`src/rtl/core/omni4_pkg.sv`:
```
// ----------------------------------------------------------------------------
// omni4_pkg
// Shared types and constants of the four-wheel omni drive mixer: CORDIC
// cell payload, arctangent table and fixed-point limits.
// ----------------------------------------------------------------------------
package omni4_pkg;

  localparam int WHEEL_COUNT  = 4;
  localparam int CORDIC_STEPS = 20;
  localparam int LEVEL_W      = 9;
  localparam int HEADING_W    = 16;
  localparam int DUTY_W       = 8;
  localparam int XY_W         = 32;
  localparam int Z_W          = 34;
  localparam int TRIG_W       = 16;
  localparam int PROD_W       = LEVEL_W + TRIG_W;
  localparam int WVAL_W       = 10;

  // gain-corrected 1.0 at scale 2^30
  localparam logic signed [XY_W-1:0]   CORDIC_X0 = 32'sd652032874;
  localparam logic signed [TRIG_W-1:0] TRIG_MAX  = 16'sd32767;

  // one rotation step travelling down the cell chain
  typedef struct packed {
    logic signed [XY_W-1:0]    x;
    logic signed [XY_W-1:0]    y;
    logic signed [Z_W-1:0]     z;
    logic signed [LEVEL_W-1:0] level;
    logic [1:0]                quad;
  } omni4_cordic_t;

  // arctangent of 2^-i in units of 2^-32 turn
  function automatic logic signed [Z_W-1:0] atan_units(input int step);
    logic signed [Z_W-1:0] a;
    case (step)
      0:       a = 34'sd536870912;
      1:       a = 34'sd316933406;
      2:       a = 34'sd167458907;
      3:       a = 34'sd85004756;
      4:       a = 34'sd42667331;
      5:       a = 34'sd21354465;
      6:       a = 34'sd10679838;
      7:       a = 34'sd5340245;
      8:       a = 34'sd2670163;
      9:       a = 34'sd1335087;
      10:      a = 34'sd667544;
      11:      a = 34'sd333772;
      12:      a = 34'sd166886;
      13:      a = 34'sd83443;
      14:      a = 34'sd41722;
      15:      a = 34'sd20861;
      16:      a = 34'sd10430;
      17:      a = 34'sd5215;
      18:      a = 34'sd2608;
      19:      a = 34'sd1304;
      default: a = '0;
    endcase
    return a;
  endfunction

endpackage

```
`src/rtl/core/omni4_cordic_cell.sv`:
```
// ----------------------------------------------------------------------------
// omni4_cordic_cell
// One rotation-mode CORDIC step with its pipeline register.
// ----------------------------------------------------------------------------
module omni4_cordic_cell #(
  parameter int STEP = 0
) (
  input  logic                    clk,
  input  logic                    rst_n,
  input  logic                    en,
  input  logic                    in_valid,
  input  omni4_pkg::omni4_cordic_t in_data,
  output logic                    out_valid,
  output omni4_pkg::omni4_cordic_t out_data
);
  import omni4_pkg::*;

  logic signed [XY_W-1:0] x_in;
  logic signed [XY_W-1:0] y_in;
  logic signed [Z_W-1:0]  z_in;
  logic signed [XY_W-1:0] dx;
  logic signed [XY_W-1:0] dy;
  logic                   valid_r;
  omni4_cordic_t          data_r;
  omni4_cordic_t          data_nxt;

  // rotate toward zero residual angle; >>> floors negative values
  always_comb begin
    x_in     = in_data.x;
    y_in     = in_data.y;
    z_in     = in_data.z;
    dx       = y_in >>> STEP;
    dy       = x_in >>> STEP;
    data_nxt = in_data;
    if (!z_in[Z_W-1]) begin
      data_nxt.x = x_in - dx;
      data_nxt.y = y_in + dy;
      data_nxt.z = z_in - atan_units(STEP);
    end else begin
      data_nxt.x = x_in + dx;
      data_nxt.y = y_in - dy;
      data_nxt.z = z_in + atan_units(STEP);
    end
  end

  always_ff @(posedge clk) begin
    if (!rst_n) begin
      valid_r <= 1'b0;
    end else if (en) begin
      valid_r <= in_valid;
    end
  end

  always_ff @(posedge clk) begin
    if (en) begin
      data_r <= data_nxt;
    end
  end

  assign out_valid = valid_r;
  assign out_data  = data_r;

endmodule

```
`config.mk`:
```
export PLATFORM = sky130hd
export DESIGN_NAME = omni4_cordic_cell
export DESIGN_NICKNAME = d
export VERILOG_FILES = /design/src/rtl/core/omni4_pkg.sv /design/src/rtl/core/omni4_cordic_cell.sv
export SDC_FILE = /design/constraint.sdc
export NUM_CORES = 1
export LEC_CHECK = 0
export ABC_AREA = 1
export BUFFER_PORTS_ARGS = -buffer_cell sky130_fd_sc_hd__buf_4
export CORE_ASPECT_RATIO = 0.6
export CORE_MARGIN = 1.5
export CORE_UTILIZATION = 45
export CTS_CLUSTER_SIZE = 30
export DETAILED_ROUTE_END_ITERATION = 16
export GPL_TIMING_DRIVEN = 0
export PLACE_DENSITY = 0.67
export REMOVE_ABC_BUFFERS = 1
export SYNTH_ARGS = -nofsm -noshare
export SYNTH_HDL_FRONTEND = slang
export SYNTH_SLANG_ARGS = --single-unit
```
`constraint.sdc`:
```
create_clock -name clk -period 2.8 [get_ports clk]
set_clock_uncertainty 0.15 [all_clocks]
set_input_delay 0.28 -clock clk [delete_from_list [all_inputs] [get_ports clk]]
set_output_delay 0.28 -clock clk [all_outputs]
set_load 0.01 [all_outputs]
```
==> impl_metrics.csv <==
group,metric,value,unit
grt,grt_pass1_vias,10000,
clock_network,h-tree-depth,3,
placed_design,place_congestion,0.953,
critical_path,crit_path_max_incr_delay,610,ps
timing,relSlewSlack,51.5,%
placed_design,io_buffers,222,
clock_network,cts_tree,"built",
critical_path,crit_top_cell,"nand2_1",
critical_path,start_kind,"primary input",
cells_and_area,drive_above_1_share,17.6,%
synthesis,synth_area,11000,sq um
clock_network,cts.sinks,109,
critical_path,slowest_stage,"ha_1",
floorplanning,die_area,25300,sq um
timing,setup_violations,0,
synthesis,syn_avg_cell_area,6.84,sq um
flow_run,maxCapViolations,0,
routing,wl_per_cell,16.5,um
power,power.density,427,nW/um^2
critical_path,worstPathArrival,2410,ps
clock_network,clockBufferDepth,2,
timing,worstMarginPinSlew,728,ps
routing,drc,0,
min_path,min_path_type,"in2reg",
timing,tns,0,ps
cells_and_area,nets,2051,
clock_network,cts_resized,0,
critical_path,worstPathMaxFanout,9,
critical_path,path_class,"in2reg",
power,irDropWorstVdd,0.000334,V
floorplanning,die_width,204,um
power,p_seq_share,36.4,%
critical_path,critPathBufInv,3,
critical_path,cp_data_required_time,2780,ps
grt,antenna_found_initial,0,
cells_and_area,diodes,0,
power,switching_share,37.2,%
critical_path,path_cells,"buf_4, inv_1, ha_1, inv_2, a21oi_2, nand2_1, nand2_1, nand2_1, nand2_1, nand2_2, nand2_1, nand2_1, nand2_1, nand2_1, nand2_1, nand2_1",
timing,rsz0062_at_grt,"false",
routing,vias,11000,
power,p_int,3.61,mW
routing,ant_nets,0,
timing,slew_violations,0,
timing,setup_slack,367,ps
power,p_comb_share,40.4,%
synthesis,ys_seq_elements,109,
grt,grt_pass1_wl,53.8,mm
grt,grt_use_total,28.2,%
floorplanning,initial_core_util,46.6,%
routing,drt_iter0_markers,973,
synthesis,synth_flop_cell,"edfxtp_1",
timing,whs,24.7,ps
clock_network,cts.reportedPaths.clkPinSlew,80,ps
clock_network,insertion_delay,360,ps
placed_design,dpl_worst_slack,13.9,ps
synthesis,async_flop_share,0,%
clock_network,root_buffer,"clkbuf_16",
synthesis,synth_cells,1603,
critical_path,endpoint_kind,"flip-flop",
floorplanning,row_count,43,
timing,min_period,2430,ps
grt,grt_max_degree,111,
synthesis,yosys_warnings,0,
cells_and_area,syn2layout_area_growth,22.9,%
power,clkPwrFrac,23.2,%
routing,wirelength,35.5,mm
timing,hold_violations,0,
power,p_sw,2.14,mW
timing,fmax,411,MHz
synthesis,synth_edf_count,108,
synthesis,ys_seq_area_share,29.8,%
floorplanning,core,23500,sq um
routing,viasPerCell,5.10,
status,status,"finished, final reports clean",
floorplanning,fp.dieH,124,um
floorplanning,ioPinCount,223,
grt,grt_overflow,0,
clock_network,cts_inserted_buffers,9,
timing,fin_crit_sh,86.9,%
synthesis,synth_cell_types,43,
placed_design,hpwlAfterDp,29.1,mm
routing,first_pass_iters,5,
power,leakage,7.10,nW
critical_path,path_delay_family,"simple AND/OR/NAND/NOR gates",
## state kept, by name, indices dropped and copies added (netlist names)
name,count
out_data,108
out_valid,1
## power groups by stage
| stage | logic, mW | registers [mW] | clock network, mW |
|---|---|---|---|
| floorplan | 1.20 | 2.23 | 0 |
| global placement | 2.20 | 2.12 | 0 |
| detailed placement | 2.22 | 2.13 | 0 |
| CTS | 2.28 | 2.10 | 1.37 |
| global route | 2.56 | 2.11 | 1.42 |
| finish | 2.32 | 2.09 | 1.33 |
## path summary, 6_finish.rpt
check | startpoint | end | slack [ps] | cells after the start
min reg2reg | out_valid$_SDFFE_PN0P_ | out_valid$_SDFFE_PN0P_ | 430 | 2
max reg2reg | out_valid$_SDFFE_PN0P_ | out_valid$_SDFFE_PN0P_ | 1980 | 2
min | rst_n | out_valid$_SDFFE_PN0P_ | 20 | 3
max | in_data[47] | out_data[76]$_DFFE_PP_ | 370 | 16
## per-stage QoR
stage	area (sq um)	power (mW)	utilization (%)	cells
floorplan	10600	3.43	-	1561
global placement	12700	4.33	54.0	2098
detailed placement	12700	4.35	54.1	2099
CTS	13400	5.75	57.2	2156
global route	13500	6.09	57.3	2157
finish	13500	5.75	57.3	2157
## final cells by class
type | instances | area [sq um]
sequential | 109 | 3260
multi-input combinational | 1158 | 6280
timing repair buffer | 265 | 2130
clock buffer | 9 | 225
inverter | 294 | 1100
clock inverter | 7 | 75.1
tap | 315 | 394
fill | 2263 | 10000
## routing by layer
| layer | share of wire, % | global-route usage (%) |
|---|---|---|
| met5 | 0 | 0 |
| met4 | 1.2 | 5.56 |
| met3 | 9.5 | 5.99 |
| met2 | 39 | 39.3 |
| met1 | 50 | 43.9 |
## worst reg2reg max path: stages (launching register included)
cell and delay, ps:
dfxtp_1 320, o21ai_0 170, a21oi_1 60
## logic make-up after synthesis
family / share of synthesized area, %
simple gates: 34.3
buf+inv: 12.9
xor+xnor: 2.24
flops: 29.8
compound gates: 8.90
mux: 0.0913
fa+ha+maj: 11.8
## layout by cell type, fill, tap and decap left out, types with 3 or more instances in the layout
master         count
nor2_4            10
o21ai_0           55
nor2_1           104
xor2_1            27
dlygate4sd3_1     41
nor2_2            15
inv_2             11
nand2_2           13
fa_1               4
nand3_2            3
a21oi_2            8
edfxtp_1         108
inv_1            281
ha_1              97
o21ai_1            6
nand2_1          526
o22ai_1            4
o21bai_1          14
nand2_4            6
clkbuf_16          9
nand4_1           19
a21oi_1           71
buf_4            221
nor3_2             7
and2_1             3
nand3_1          144
## repair_timing
| item | in CTS | in global routing |
|---|---|---|
| setup buffers | 0 | 0 |
| hold buffers | 41 | 0 |
| hold endpoints to repair | 41 | 0 |
## synthesized netlist by cell type (2+ instances only)
master	number	area, sq um
nand3b_4	2	40.0
buf_4	12	90.1
xor2_1	27	236
nand2_1	526	1970
inv_1	281	1050
or2_2	2	12.5
nand2_2	13	81.3
o211ai_2	2	25.0
buf_6	13	146
ha_1	97	1210
nor2_2	15	93.8
inv_2	11	41.3
edfxtp_1	108	3240
o21ai_1	6	30.0
nand4_1	19	119
nand3_1	144	721
nand2_4	6	67.6
nor3_2	7	70.1
buf_2	10	50.1
o21ai_0	55	275
clkbuf_1	7	26.3
nor2_4	10	113
o22ai_1	4	25.0
a31oi_1	2	12.5
nor2_1	104	390
o21bai_1	14	105
a21boi_1	2	15.0
a21oi_2	8	70.1
o21ai_2	2	17.5
fa_1	4	80.1
o21bai_2	2	22.5
a21oi_1	71	355
and2_1	3	18.8
a21o_1	2	15.0
clkinv_1	2	7.51
nand3_2	3	30.0
(Power assumes the default switching activity.)
