===== config.mk =====
export PLATFORM = sky130hd
export DESIGN_NAME = omni4_wheel_stage
export DESIGN_NICKNAME = d
export VERILOG_FILES = /design/src/rtl/core/omni4_pkg.sv /design/src/rtl/core/omni4_wheel_stage.sv
export SDC_FILE = /design/constraint.sdc
export NUM_CORES = 1
export LEC_CHECK = 0
export BUFFER_PORTS_ARGS = -buffer_cell sky130_fd_sc_hd__buf_2
export CAP_MARGIN = 30
export CORE_AREA = 5 5 250 252
export CTS_CLUSTER_SIZE = 25
export DETAILED_ROUTE_END_ITERATION = 16
export DIE_AREA = 0 0 255 257
export PLACE_DENSITY = 0.57
export SLEW_MARGIN = 10
export SYNTH_ARGS = -nofsm -noshare
export SYNTH_HDL_FRONTEND = slang
export SYNTH_SLANG_ARGS = --single-unit
export TNS_END_PERCENT = 30

===== constraint.sdc =====
create_clock -name clk -period 5.9 [get_ports clk]
set_clock_uncertainty 0.1 [all_clocks]
set_input_delay 0.295 -clock clk [delete_from_list [all_inputs] [get_ports clk]]
set_output_delay 0.295 -clock clk [all_outputs]
set_load 0.01 [all_outputs]

===== src/rtl/core/omni4_pkg.sv =====
// ----------------------------------------------------------------------------
// omni4_pkg
// Shared types and constants of the four-wheel omni drive mixer: CORDIC
// cell payload, arctangent table and fixed-point limits.
// ----------------------------------------------------------------------------
package omni4_pkg;

  localparam int WHEEL_COUNT  = 4;
  localparam int CORDIC_STEPS = 20;
  localparam int LEVEL_W      = 9;
  localparam int HEADING_W    = 16;
  localparam int DUTY_W       = 8;
  localparam int XY_W         = 32;
  localparam int Z_W          = 34;
  localparam int TRIG_W       = 16;
  localparam int PROD_W       = LEVEL_W + TRIG_W;
  localparam int WVAL_W       = 10;

  // gain-corrected 1.0 at scale 2^30
  localparam logic signed [XY_W-1:0]   CORDIC_X0 = 32'sd652032874;
  localparam logic signed [TRIG_W-1:0] TRIG_MAX  = 16'sd32767;

  // one rotation step travelling down the cell chain
  typedef struct packed {
    logic signed [XY_W-1:0]    x;
    logic signed [XY_W-1:0]    y;
    logic signed [Z_W-1:0]     z;
    logic signed [LEVEL_W-1:0] level;
    logic [1:0]                quad;
  } omni4_cordic_t;

  // arctangent of 2^-i in units of 2^-32 turn
  function automatic logic signed [Z_W-1:0] atan_units(input int step);
    logic signed [Z_W-1:0] a;
    case (step)
      0:       a = 34'sd536870912;
      1:       a = 34'sd316933406;
      2:       a = 34'sd167458907;
      3:       a = 34'sd85004756;
      4:       a = 34'sd42667331;
      5:       a = 34'sd21354465;
      6:       a = 34'sd10679838;
      7:       a = 34'sd5340245;
      8:       a = 34'sd2670163;
      9:       a = 34'sd1335087;
      10:      a = 34'sd667544;
      11:      a = 34'sd333772;
      12:      a = 34'sd166886;
      13:      a = 34'sd83443;
      14:      a = 34'sd41722;
      15:      a = 34'sd20861;
      16:      a = 34'sd10430;
      17:      a = 34'sd5215;
      18:      a = 34'sd2608;
      19:      a = 34'sd1304;
      default: a = '0;
    endcase
    return a;
  endfunction

endpackage


===== src/rtl/core/omni4_wheel_stage.sv =====
// ----------------------------------------------------------------------------
// omni4_wheel_stage
// Rounds and folds sine/cosine, scales by drive level and forms the four
// wheel duties and direction bits over three register stages.
// ----------------------------------------------------------------------------
module omni4_wheel_stage (
  input  logic                        clk,
  input  logic                        rst_n,
  input  logic                        en,
  input  logic                        in_valid,
  input  omni4_pkg::omni4_cordic_t    in_data,
  input  logic [omni4_pkg::WHEEL_COUNT-1:0] reverse_mask,
  output logic                        out_valid,
  output logic [omni4_pkg::WHEEL_COUNT-1:0][omni4_pkg::DUTY_W-1:0] duty,
  output logic [omni4_pkg::WHEEL_COUNT-1:0] dir
);
  import omni4_pkg::*;

  // 1.15 rounding with symmetric saturation
  function automatic logic signed [TRIG_W-1:0] to_q15(input logic signed [XY_W-1:0] v);
    logic signed [XY_W:0]   sum;
    logic signed [XY_W:0]   t;
    logic signed [TRIG_W-1:0] r;
    sum = {v[XY_W-1], v} + 33'sd16384;
    t   = sum >>> 15;
    if (t > 33'sd32767) begin
      r = TRIG_MAX;
    end else if (t < -33'sd32767) begin
      r = -TRIG_MAX;
    end else begin
      r = t[TRIG_W-1:0];
    end
    return r;
  endfunction

  // product / 2^15 truncated toward zero
  function automatic logic signed [WVAL_W-1:0] trunc15(input logic signed [PROD_W-1:0] p);
    logic signed [PROD_W-1:0] sum;
    sum = p + (p[PROD_W-1] ? 25'sd32767 : 25'sd0);
    return sum[PROD_W-1:15];
  endfunction

  function automatic logic [DUTY_W-1:0] mag8(input logic signed [WVAL_W-1:0] v);
    logic signed [WVAL_W-1:0] a;
    a = v[WVAL_W-1] ? -v : v;
    return a[DUTY_W-1:0];
  endfunction

  logic signed [TRIG_W-1:0]  s_q;
  logic signed [TRIG_W-1:0]  c_q;
  logic signed [TRIG_W-1:0]  sin_nxt;
  logic signed [TRIG_W-1:0]  cos_nxt;
  logic signed [TRIG_W-1:0]  sin_r;
  logic signed [TRIG_W-1:0]  cos_r;
  logic signed [LEVEL_W-1:0] level_r;
  logic signed [PROD_W-1:0]  psin_r;
  logic signed [PROD_W-1:0]  pcos_r;
  logic signed [WVAL_W-1:0]  ts;
  logic signed [WVAL_W-1:0]  tc;
  logic [WHEEL_COUNT-1:0][DUTY_W-1:0] duty_nxt;
  logic [WHEEL_COUNT-1:0]    dir_nxt;
  logic [WHEEL_COUNT-1:0][DUTY_W-1:0] duty_r;
  logic [WHEEL_COUNT-1:0]    dir_r;
  logic [2:0]                valid_r;

  // quadrant folding
  always_comb begin
    s_q = to_q15(in_data.y);
    c_q = to_q15(in_data.x);
    case (in_data.quad)
      2'd0:    begin sin_nxt = s_q;  cos_nxt = c_q;  end
      2'd1:    begin sin_nxt = c_q;  cos_nxt = -s_q; end
      2'd2:    begin sin_nxt = -s_q; cos_nxt = -c_q; end
      default: begin sin_nxt = -c_q; cos_nxt = s_q;  end
    endcase
  end

  // wheel values: P*sin, -P*cos, -P*sin, P*cos
  always_comb begin
    ts          = trunc15(psin_r);
    tc          = trunc15(pcos_r);
    duty_nxt[0] = mag8(ts);
    duty_nxt[1] = mag8(tc);
    duty_nxt[2] = mag8(ts);
    duty_nxt[3] = mag8(tc);
    dir_nxt[0]  = !ts[WVAL_W-1];
    dir_nxt[1]  = tc[WVAL_W-1] || (tc == '0);
    dir_nxt[2]  = ts[WVAL_W-1] || (ts == '0);
    dir_nxt[3]  = !tc[WVAL_W-1];
    dir_nxt     = dir_nxt ^ reverse_mask;
  end

  always_ff @(posedge clk) begin
    if (!rst_n) begin
      valid_r <= '0;
    end else if (en) begin
      valid_r <= {valid_r[1:0], in_valid};
    end
  end

  // fold, multiply, output registers
  always_ff @(posedge clk) begin
    if (en) begin
      sin_r   <= sin_nxt;
      cos_r   <= cos_nxt;
      level_r <= in_data.level;
      psin_r  <= PROD_W'(level_r * sin_r);
      pcos_r  <= PROD_W'(level_r * cos_r);
      duty_r  <= duty_nxt;
      dir_r   <= dir_nxt;
    end
  end

  assign out_valid = valid_r[2];
  assign duty      = duty_r;
  assign dir       = dir_r;

endmodule

==> summary.txt <==
status = complete, no violations
R2R depth = 18
die height = 257 µm
DR vias = 13398
final instance area = 0.0199 mm²
antenna violations before repair = 2
Synth Cell Area = 0.0178 mm²
DP Area = 0.0191 mm²
startpoint type of the worst setup path = flop
Hold WC Path Type = in2reg
Final Hold Vio Count = 0
Starting Density = 29.8%
CP arrival = 5.75 ns
Worst Hold End = level_r[8]$_DFFE_PP_
CTS tree = built
GP Congestion = 0.852
Die Area = 0.0655 mm²
Synth Warn # = 0
vias in the first global route = 13888
ys flop type = edfxtp_1
n_diodes = 0
Reg-to-Reg Start = level_r[3]$_DFFE_PP_
Synth area leader = fa_1
gate count after technology mapping = 1866
Max Clock Freq = 0.176 GHz
Area contributors post-synth = fa_1 27%, edfxtp_1 19%, ha_1 9.7%
crit path time final = 5.68 ns
Root Buffer = clkbuf_16
Cell variety after synth = 92
Setup Viol. Count Final = 0
# clock sinks = 114
DP HPWL = 33.4 mm
worst reg2reg path endpoint = psin_r[24]$_DFFE_PP_
period utilization = 96.3%
CTS H-tree depth = 4
hold path depth = 1
filler cell count = 6118
Nets = 2416
Hold Crit Start = in_data[10]
syn_area_per_cell = 9.56 µm²
Area Growth Syn to Fin = 11.4%
I/O pins = 154
pwr dens = 682 mW/mm²
asr flop ratio synth = 0%
detailed-route wire length = 40.8 mm
Final ANT Viol Nets = 0
Clock Pin Slew Worst Setup and Hold Paths = 0.06 ns
CTS Buf Count = 17
Final Max Tran Viols = 0
final worst-path setup slack = 0.218 ns
Yosys reg bits = 114
GRT Total Usage = 12.7%
number of I/O port buffers = 91
Sequential Area = 0.00339 mm²
VDD IR max = 0.400 mV
Core Util, Final = 33.2%
worst-margin pin slew = 0.968 ns
largest net degree at the start of global routing = 78
row count = 90
MaxCap Viol Count = 0
DRT iter0 DRCs = 762
Clock Latency Late Sink = 0.43 ns
TritonRoute pass-1 iters = 5
Tot Pwr = 13500 µW
wire per inst = 15.0 µm
Post-synth EDFFs = 111
share of the yosys chip area belonging to registers = 19.0%
largest fanout on the critical path = 8
CP Class = reg2reg
RSZ-0062 raised after global routing = true
Core ar. = 0.0599 mm²
share of layout cells above drive strength 1 = 11.6%
Worst slew margin = 35.1%
dpl ws = 0.0137 ns
first-pass GRT wire length = 69.5 mm
Setup crit end kind = flop
FF-to-FF setup slack = 0.22 ns
area occupied by multi-input gates = 0.0131 mm²
CTS max path bufs = 2
final setup TNS = 0 ns
Die W = 255 µm
Pleak = 0.00872 µW
syn nets = 2359
routed vias/inst = 4.93
Critical Path RT = 5.97 ns
DRC errors left = 0
Yosys top cell area share = 26.7%
GRT overflow = 0
[registers in the layout, indices dropped and copies added (netlist names)]
| register | count |
|---|---|
| pcos_r | 25 |
| psin_r | 25 |
| cos_r | 16 |
| duty | 16 |
| sin_r | 16 |
| level_r | 9 |
| dir | 4 |
| valid_r | 3 |
[where the power goes]
| part | switching (µW) | total [µW] | internal, µW | leakage [µW] |
|---|---|---|---|---|
| sequential | 276 | 2060 | 1780 | 0.00111 |
| combinational | 5620 | 10400 | 4790 | 0.00732 |
| clock | 407 | 1070 | 668 | 0.000287 |
[kinds of logic (layout without fill, tap and decap cells)]
group                    count (synthesis)  after routing  synth area share (%)
adder cells (fa/ha/maj)                376            376                  36.4
flip-flops                             114            114                  19.0
multiplexers                            31             31                  2.87
XOR/XNOR                               104            104                  5.11
buffers and inverters                  332            402                  7.53
AO/OA/AOI/OAI                          277            277                  10.7
AND/OR/NAND/NOR                        632            632                  18.3
[Yosys cell counts (6+ instances only)]
| cell | instances |
|---|---|
| a211oi_1 | 16 |
| a21o_1 | 13 |
| a21oi_1 | 61 |
| a31oi_1 | 16 |
| and2_1 | 138 |
| and3_1 | 25 |
| buf_2 | 8 |
| buf_4 | 17 |
| clkbuf_1 | 73 |
| edfxtp_1 | 111 |
| fa_1 | 238 |
| ha_1 | 138 |
| inv_1 | 223 |
| mux2i_1 | 14 |
| mux4_2 | 16 |
| nand2_1 | 181 |
| nand2b_1 | 13 |
| nand3_1 | 42 |
| nand4_1 | 24 |
| nor2_1 | 97 |
| nor3_1 | 50 |
| nor4_1 | 9 |
| o211ai_1 | 11 |
| o21a_1 | 19 |
| o21ai_0 | 50 |
| o21ai_1 | 7 |
| o31ai_1 | 6 |
| or3_1 | 7 |
| xnor2_1 | 68 |
| xor2_1 | 36 |
[critical path, stage by stage (launching register included)]
cell and delay [ns]:
edfxtp_1 0.55, buf_4 0.23, nand2_1 0.07, fa_1 0.45, fa_1 0.49, inv_1 0.05, fa_1 0.50, fa_1 0.59
fa_1 0.43, ha_1 0.34, a21o_1 0.19, a21oi_1 0.18, a21o_1 0.20, o211a_1 0.21, o31ai_1 0.11, o41ai_1 0.27
buf_4 0.18, mux2i_1 0.17, nand4_1 0.10
[placed cells by master (no fill, tap or decap), types with 5 or more instances in the layout]
cell type / instances
nand3_1: 42
o21bai_1: 5
xor2_1: 36
a211oi_2: 6
mux4_2: 16
nand2b_1: 13
and2_1: 138
a31o_2: 5
xnor2_1: 68
clkbuf_16: 17
and3_1: 25
o31ai_1: 6
mux2i_1: 14
o211ai_1: 11
a21oi_1: 61
or3_1: 7
nand2_1: 181
ha_1: 138
a211oi_1: 14
o21a_1: 19
o21ai_0: 47
a31oi_1: 16
inv_1: 223
nor2_1: 97
buf_4: 42
edfxtp_1: 111
nor3_1: 50
o21ai_1: 10
or2_2: 5
fa_1: 237
nor4_1: 9
or4_1: 5
a21o_1: 13
buf_2: 90
dlygate4sd3_1: 7
nand4_1: 24
[stage by stage]
step           hold slack, ns  instances
4_1_cts               0.00678       2716
3_3_place_gp            0.377       2677
2_1_floorplan           0.294       1866
5_1_grt                0.0151       2718
6_report               0.0288       2718
3_5_place_dp            0.382       2677
[routing by layer]
metal	vias to the layer above	GRT usage, %	share of wire [%]
met5	-	0	0.017
met4	2	3.20	1.4
met3	48	1.36	3.4
met2	288	21.5	49
met1	6661	17.4	46
li1	6399	-	-
[how the worst max path moves through the flow]
stage,from,endpoint,slack (ns),cells after the start
2_1_floorplan,level_r[2]$_DFFE_PP_,pcos_r[23]$_DFFE_PP_,0.34,21
3_3_place_gp,cos_r[3]$_DFFE_PP_,pcos_r[23]$_DFFE_PP_,0.11,19
3_5_place_dp,level_r[1]$_DFFE_PP_,pcos_r[23]$_DFFE_PP_,0.01,17
4_1_cts,level_r[1]$_DFFE_PP_,pcos_r[23]$_DFFE_PP_,0.003,17
5_1_grt,level_r[7]$_DFFE_PP_,psin_r[24]$_DFFE_PP_,-0.03,17
6_report,level_r[3]$_DFFE_PP_,psin_r[24]$_DFFE_PP_,0.22,18
[area by class of cell]
| class | instances | area share, % |
|---|---|---|
| clock buffers | 18 | 2.16 |
| well taps | 782 | 4.92 |
| inverters | 226 | 4.29 |
| repair buffers | 144 | 4.61 |
| multi-input cells | 1420 | 66.0 |
| clock inverters | 14 | 0.900 |
| flip-flops and latches | 114 | 17.1 |
[timing repair]
item / in CTS / in global routing
setup endpoints to repair: 0 / 6
buffers inserted: 0 / 1
gates resized for setup: 0 / 13
hold buffers: 7 / 0
hold endpoints to repair: 9 / 0
No activity file was read; power rests on OpenSTA's default activity.
